### src/hw/rtl/rmd_pkg.sv
// rmd_pkg: shared types and constants of the rgba 2x2 mip downsampler
// holds pixel, result and lane-sum payload types, register codes and field widths
// no dependencies

package rmd_pkg;

   // field and counter widths fixed by the register and pixel formats
   localparam int CHANNEL_WIDTH   = 8;
   localparam int LANE_WIDTH      = 9;
   localparam int COLUMN_WIDTH    = 12;
   localparam int ROW_WIDTH       = 17;
   localparam int OUT_WIDTH_BITS  = 12;
   localparam int OUT_HEIGHT_BITS = 16;

   // configuration port
   localparam int CSR_INDEX_WIDTH = 1;
   localparam int CSR_DATA_WIDTH  = 16;
   localparam logic [CSR_INDEX_WIDTH-1:0] CSR_OUT_WIDTH  = 1'd0;
   localparam logic [CSR_INDEX_WIDTH-1:0] CSR_OUT_HEIGHT = 1'd1;

   // one source pixel
   typedef struct packed {
      logic [CHANNEL_WIDTH-1:0] red_in;
      logic [CHANNEL_WIDTH-1:0] green_in;
      logic [CHANNEL_WIDTH-1:0] blue_in;
      logic [CHANNEL_WIDTH-1:0] alpha_in;
   } pixel_type;

   // one downsampled pixel
   typedef struct packed {
      logic [CHANNEL_WIDTH-1:0] red_out;
      logic [CHANNEL_WIDTH-1:0] green_out;
      logic [CHANNEL_WIDTH-1:0] blue_out;
      logic [CHANNEL_WIDTH-1:0] alpha_out;
      logic                     last_pixel;
   } result_type;

   // horizontal pair sums, one lane per channel
   typedef struct packed {
      logic [LANE_WIDTH-1:0] red;
      logic [LANE_WIDTH-1:0] green;
      logic [LANE_WIDTH-1:0] blue;
      logic [LANE_WIDTH-1:0] alpha;
   } lane_sum_type;

   localparam int LANE_SUM_BITS = $bits(lane_sum_type);

   // scan position flags handed from the counters to the datapath
   typedef struct packed {
      logic right_pixel;
      logic odd_row;
      logic image_end;
   } scan_type;

endpackage

### src/hw/rtl/rmd_scan_ctrl.sv
// rmd_scan_ctrl: configuration registers and raster position counters
// tracks pair phase, output column and source row; gives store index, pair phase, odd row and image end
// depends on rmd_pkg

module rmd_scan_ctrl #(
   parameter int  MAX_OUT_WIDTH = 2048,
   localparam int AW = (MAX_OUT_WIDTH > 1) ? $clog2(MAX_OUT_WIDTH) : 1
) (
   input  logic                                  clock,
   input  logic                                  reset,
   input  logic                                  csr_write_enable,
   input  logic [rmd_pkg::CSR_INDEX_WIDTH-1:0]   csr_index,
   input  logic [rmd_pkg::CSR_DATA_WIDTH-1:0]    csr_data,
   input  logic                                  pixel_transfer,
   output rmd_pkg::scan_type                     scan,
   output logic [AW-1:0]                         store_index
);

   // compare width wide enough for the column counter and the store depth value
   localparam int IW = ((AW > rmd_pkg::COLUMN_WIDTH) ? AW : rmd_pkg::COLUMN_WIDTH) + 1;

   logic [rmd_pkg::OUT_WIDTH_BITS-1:0]  width_ff,  width_in;
   logic [rmd_pkg::OUT_HEIGHT_BITS-1:0] height_ff, height_in;
   logic [rmd_pkg::COLUMN_WIDTH-1:0]    column_ff, column_in;
   logic [rmd_pkg::ROW_WIDTH-1:0]       row_ff,    row_in;
   logic                                phase_ff,  phase_in;

   logic [IW-1:0]                       column_ext;
   logic [IW-1:0]                       width_ext;
   logic [IW-1:0]                       depth_ext;
   logic [IW-1:0]                       eff_width;
   logic [rmd_pkg::OUT_HEIGHT_BITS-1:0] eff_height;
   logic [rmd_pkg::ROW_WIDTH-1:0]       last_row;
   logic                                column_end;
   logic                                row_end;

   // effective geometry: zero reads as one, width clamped to the store depth
   always_comb begin
      column_ext = IW'(column_ff);
      width_ext  = IW'(width_ff);
      depth_ext  = IW'(MAX_OUT_WIDTH);
      if (width_ext == '0) begin
         eff_width = IW'(1);
      end else if (width_ext > depth_ext) begin
         eff_width = depth_ext;
      end else begin
         eff_width = width_ext;
      end
      eff_height = (height_ff == '0) ? rmd_pkg::OUT_HEIGHT_BITS'(1) : height_ff;
      last_row   = {eff_height - rmd_pkg::OUT_HEIGHT_BITS'(1), 1'b1};
      column_end = column_ext >= (eff_width - IW'(1));
      row_end    = row_ff >= last_row;
   end

   // next state of registers and counters
   always_comb begin
      width_in  = width_ff;
      height_in = height_ff;
      column_in = column_ff;
      row_in    = row_ff;
      phase_in  = phase_ff;
      if (csr_write_enable) begin
         unique case (csr_index)
            rmd_pkg::CSR_OUT_WIDTH: begin
               width_in = csr_data[rmd_pkg::OUT_WIDTH_BITS-1:0];
            end
            rmd_pkg::CSR_OUT_HEIGHT: begin
               height_in = csr_data[rmd_pkg::OUT_HEIGHT_BITS-1:0];
            end
            default: begin
            end
         endcase
      end
      if (pixel_transfer) begin
         if (!phase_ff) begin
            phase_in = 1'b1;
         end else begin
            phase_in = 1'b0;
            if (column_end) begin
               column_in = '0;
               row_in    = row_end ? '0 : row_ff + rmd_pkg::ROW_WIDTH'(1);
            end else begin
               column_in = column_ff + rmd_pkg::COLUMN_WIDTH'(1);
            end
         end
      end
   end

   always_ff @(posedge clock) begin
      if (reset) begin
         width_ff  <= rmd_pkg::OUT_WIDTH_BITS'(1);
         height_ff <= rmd_pkg::OUT_HEIGHT_BITS'(1);
         column_ff <= '0;
         row_ff    <= '0;
         phase_ff  <= 1'b0;
      end else begin
         width_ff  <= width_in;
         height_ff <= height_in;
         column_ff <= column_in;
         row_ff    <= row_in;
         phase_ff  <= phase_in;
      end
   end

   // status towards the datapath
   assign scan.right_pixel = phase_ff;
   assign scan.odd_row     = row_ff[0];
   assign scan.image_end   = column_end && row_end;
   assign store_index      = (column_ext < depth_ext) ? column_ext[AW-1:0] : '0;

endmodule

### config.mk
export PLATFORM = sky130hd
export DESIGN_NAME = rmd_scan_ctrl
export DESIGN_NICKNAME = d
export VERILOG_FILES = /design/src/hw/rtl/rmd_pkg.sv /design/src/hw/rtl/rmd_scan_ctrl.sv
export SDC_FILE = /design/constraint.sdc
export NUM_CORES = 1
export LEC_CHECK = 0
export ABC_AREA = 1
export ABC_CLOCK_PERIOD_IN_PS = 9400
export BUFFER_PORTS_ARGS = -buffer_cell sky130_fd_sc_hd__buf_2
export CORE_MARGIN = 4
export CORE_UTILIZATION = 45
export DETAILED_ROUTE_END_ITERATION = 10
export HOLD_SLACK_MARGIN = 0.05
export PLACE_DENSITY = 0.66
export SYNTH_ARGS = -nofsm -noshare
export SYNTH_HDL_FRONTEND = slang
export SYNTH_SLANG_ARGS = --single-unit
### constraint.sdc
create_clock -name clock -period 9.4 [get_ports clock]
set_input_delay 0.47 -clock clock [delete_from_list [all_inputs] [get_ports clock]]
set_output_delay 0.47 -clock clock [all_outputs]
set_load 0.005 [all_outputs]
Word-level counts from Yosys, hierarchy flattened
Cells that the tools add are included.

Flip-flop bits (word level): 58. Input bits: 21. Word-level logic and storage cells: 28. Output and inout bits: 14.

$add $sub $neg: 4. Reductions and logical operators: 7. Order comparisons: 4. Muxes and demuxes: 7. Bitwise operators: 1.

Operator list (number): $mux W12 (3); $add A17 B1 Y17 const B (1); $ge A17 B17 Y1 (1); $mux W17 (1); $logic_not A16 Y1 (1); $mux W16 (1); $sub A16 B1 Y16 const B (1); $ge A12 B13 Y1 (1); $sub A13 B1 Y13 const B (1); $add A12 B1 Y12 const B (1); $gt A12 B12 Y1 const B (1); $logic_not A12 Y1 (1); $lt A12 B12 Y1 const B (1); $mux W11 (1); $reduce_and A2 Y1 (3); $reduce_and A3 Y1 (1); $logic_and A1 B1 Y1 (1); $mux W1 (1); $not A1 Y1 (1).

Longest topological paths before layout
Word-level depth: 6. Gate-level depth with buffers: 28. Gate-level depth less buffers: 28.

Worst setup path before layout
No wires, ideal clock.

Kind: register to output. Start point: register width_ff[11] (netlist name). End point: output port scan[0] (netlist name). Stages on the path, launching flop included: 23. Data arrival time: 2860 ps. Path slack: 6070 ps. Buffers on the path: 1. Required time: 8930 ps. Cell sequence: dfxtp_1 > nor4_1 > nand2_1 > a21oi_1 > inv_1 > ha_1 > nand2_4 > nor2_1 > xor2_1 > ha_1 > nand2_1 > nor2_1 > nand3_1 > nand2_1 > nor2_1 > nand2_1 > nand2_1 > nand2_1 > nand2_1 > nand2_1 > buf_2 > nand2_1 > a31oi_1.

RTL lines: start: declaration (RTL line rmd_scan_ctrl.sv:22) `logic [rmd_pkg::OUT_WIDTH_BITS-1:0] width_ff, width_in;`; start signal: assignment (RTL line rmd_scan_ctrl.sv:91) `width_ff <= rmd_pkg::OUT_WIDTH_BITS'(1);`; start signal: assignment (RTL line rmd_scan_ctrl.sv:97) `width_ff <= width_in;`; end: declaration (RTL line rmd_scan_ctrl.sv:15) `output rmd_pkg::scan_type scan,`.

==> impl_metrics.py <==
metrics = {
    "run_status": {
        "status": "finished, final reports clean",
    },
    "global_route": {
        "track_usage_pct": 19.2,
        "grt_max_degree": 40,
        "grt_overflow_total": 0,
        "antenna_found_initial": 0,
        "grt_pass1_vias": 3663,
        "grt_pass1_wl_um": 16400,
    },
    "place": {
        "place_hpwl_um": 7230,
        "portBuffers": 34,
        "place_congestion": 0.816,
        "placed_cells": 731,
    },
    "yosys": {
        "synth_nets": 664,
        "synth_top_area_share_pct": 28.3,
        "synth-seq-cells": 58,
        "yosysSeqAreaShare_pct": 28.3,
        "synth_top_area_cell": "dfxtp_1",
        "yosys_warnings": 0,
        "synth_area_um2": 4100,
        "synth_top_cells_by_area": "dfxtp_1, nand2_1, nor2_1",
        "syn-instance-count": 611,
        "syn_avg_cell_area_um2": 6.70,
        "ys_types": 39,
    },
    "clocking": {
        "cts_sinks": 58,
        "tritoncts": "built",
        "clk_latency_ns": 0.34,
        "clock_tree.buffer_depth": 2,
        "cts_buffers": 9,
        "cts-root-buf": "clkbuf_8",
        "cts_setup_buffers": 0,
        "cts_resized": 0,
        "path_clk_slew_ns": 0.07,
        "h-tree-depth": 3,
        "postCtsHoldBufs": 0,
    },
    "detailed_routing": {
        "via_per_inst": 5.17,
        "highest_layer": "met4",
        "vias": 3859,
        "m1WireLength_um": 4470,
        "dr_wl_met2_um": 4220,
        "wl_per_cell_um": 12.6,
        "first_pass_iters": 4,
        "drt_iter0_markers": 136,
        "drt_wl_total_um": 9400,
        "drcViolationCount": 0,
        "wl_met3_um": 580,
        "ant_nets": 0,
    },
    "layout": {
        "fillers": 878,
        "mostFrequentLayoutCell": "nand2_1",
        "diodes": 0,
        "syn2layout_area_growth_pct": 8.16,
        "final_cells": 746,
        "layout.nets": 687,
        "drive_gt1_share_pct": 9.87,
        "layout_common_cells": "nand2_1, nor2_1, inv_1, dfxtp_1, a21oi_1",
    },
    "timing": {
        "drv_slew": 0,
        "skew_ns": 0.00455,
        "setup_viol": 0,
        "fin_crit_ns": 4.35,
        "max-slew-margin-rel_pct": 32.4,
        "setup_tns_ns": 0,
        "max_freq_ghz": 0.230,
        "hold_viol": 0,
        "tightestPinTransition_ns": 1.01,
        "rsz0062_at_grt": "no",
        "fin_crit_sh_pct": 46.3,
    },
    "floorplanning": {
        "coreArea_um2": 8810,
        "dieArea_um2": 10700,
        "start_util_pct": 46.5,
        "die_y_um": 103,
        "io_pins": 35,
        "rows": 34,
        "die_x_um": 103,
    },
    "worst_hold_path": {
        "min_path_type": "input port to register",
    },
    "power_and_ir_drop": {
        "finalPower_mw": 0.572,
        "irDropWorstVdd_uv": 80.5,
        "power_density_nw_per_um2": 129,
        "p_leak_nw": 2.11,
    },
    "worst_setup_path": {
        "arrival_ns": 3.88,
        "path_common_cell": "nand2_1",
        "required_ns": 8.93,
        "start_kind": "register",
        "slowest_stage": "nand2_1",
        "critical_path.cell_chain": "nor4_1 -> nand2_1 -> a21oi_1 -> inv_1 -> ha_1 -> nand2_4 -> nor2_1 -> xor2_1 -> ha_1 -> nand2_1 -> nor2_1 -> nand3_1 -> nand2_1 -> nor2_1 -> nand2_1 -> nand2_1 -> nand2_1 -> nand2_1 -> nand2_1 -> nand2_1 -> a31oi_1 -> buf_2",
        "worstPathMaxFanout": 20,
        "crit_path_end_kind": "output pin",
        "crit_type": "register to output pin",
        "max_stage_delay_ns": 0.50,
    },
    "flow_run": {
        "maxCapViolCount": 0,
    },
}
==> worst max-delay path: cells and delay by family, from the launching register on <==
family	cells	cell delay (ns)
fa+ha+maj	2	0.56
xor+xnor	1	0.14
flops	1	0.36
buf+inv	2	0.22
compound gates	2	0.38
simple gates	15	1.89
==> kinds of logic (layout without fill, tap and decap cells) <==
kind of cell	after synthesis	in the layout	share of synthesized area [%]
adder cells (fa/ha/maj)	32	32	9.77
flip-flops	58	58	28.3
other	1	1	0.0915
buffers and inverters	102	129	10.8
AO/OA/AOI/OAI	81	81	10.4
AND/OR/NAND/NOR	298	298	32.3
XOR/XNOR	39	39	8.34
==> path summary, 6_finish.rpt <==
| kind | slack [ns] | startpoint | cells past startpoint | end |
|---|---|---|---|---|
| max | 5.05 | width_ff[11] | 22 | scan[0] |
| min | 0.36 | pixel_transfer | 3 | phase_ff |
| max reg2reg | 5.52 | width_ff[11] | 24 | column_ff[10] |
| min reg2reg | 0.50 | phase_ff | 2 | phase_ff |
==> synthesized netlist by cell type, drive strengths merged <==
cell type,number
o211ai,2
dfxtp,58
nor3,10
nor3b,2
nand3b,1
nor2,112
a21oi,39
nor4,3
inv,80
nand4,35
o41ai,1
ha,32
xor2,30
nand2,117
buf,11
and2,1
xnor2,9
conb,1
o21ai,35
o21bai,1
a31oi,1
clkbuf,11
nand3,17
a21o,1
o21a,1
==> routing by layer <==
| metal | vias up | global-route usage (%) |
|---|---|---|
| li1 | 2017 | - |
| met1 | 1728 | 25.0 |
| met2 | 101 | 31.4 |
| met3 | 13 | 4.83 |
| met4 | 0 | 5.58 |
| met5 | - | 0 |
==> sequential cells by signal, indices dropped and copies added (netlist names) <==
name / count
height_ff: 16
row_ff: 17
column_ff: 12
width_ff: 12
phase_ff: 1
==> stage by stage <==
| stage | util, % | hold WS, ns | area, um2 | setup WS (ns) |
|---|---|---|---|---|
| 2_1_floorplan | - | 0.464 | 4100 | 6.07 |
| 6_report | 50.3 | 0.359 | 4430 | 5.05 |
| 4_1_cts | 50.3 | 0.351 | 4430 | 5.01 |
| 3_5_place_dp | 48.4 | 0.488 | 4260 | 5.39 |
| 5_1_grt | 50.3 | 0.370 | 4430 | 4.65 |
| 3_3_place_gp | 48.4 | 0.480 | 4260 | 5.45 |
==> cell type report <==
cell class	count	area, um2	area share (%)
Multi-Input combinational cell	451	2490	56.3
Inverter	80	300	6.78
Tap cell	108	135	3.05
Clock buffer	12	155	3.50
Timing Repair Buffer	34	170	3.84
Sequential cell	58	1160	26.2
Clock inverter	3	15.0	0.339
==> report_power, final <==
part,switching [mW],internal (mW),total [mW],leakage [nW]
Clock,0.0980,0.107,0.205,0.0920
Sequential,0.00849,0.255,0.263,0.473
Combinational,0.0661,0.0377,0.104,1.54
No activity file was read; power rests on OpenSTA's default activity.
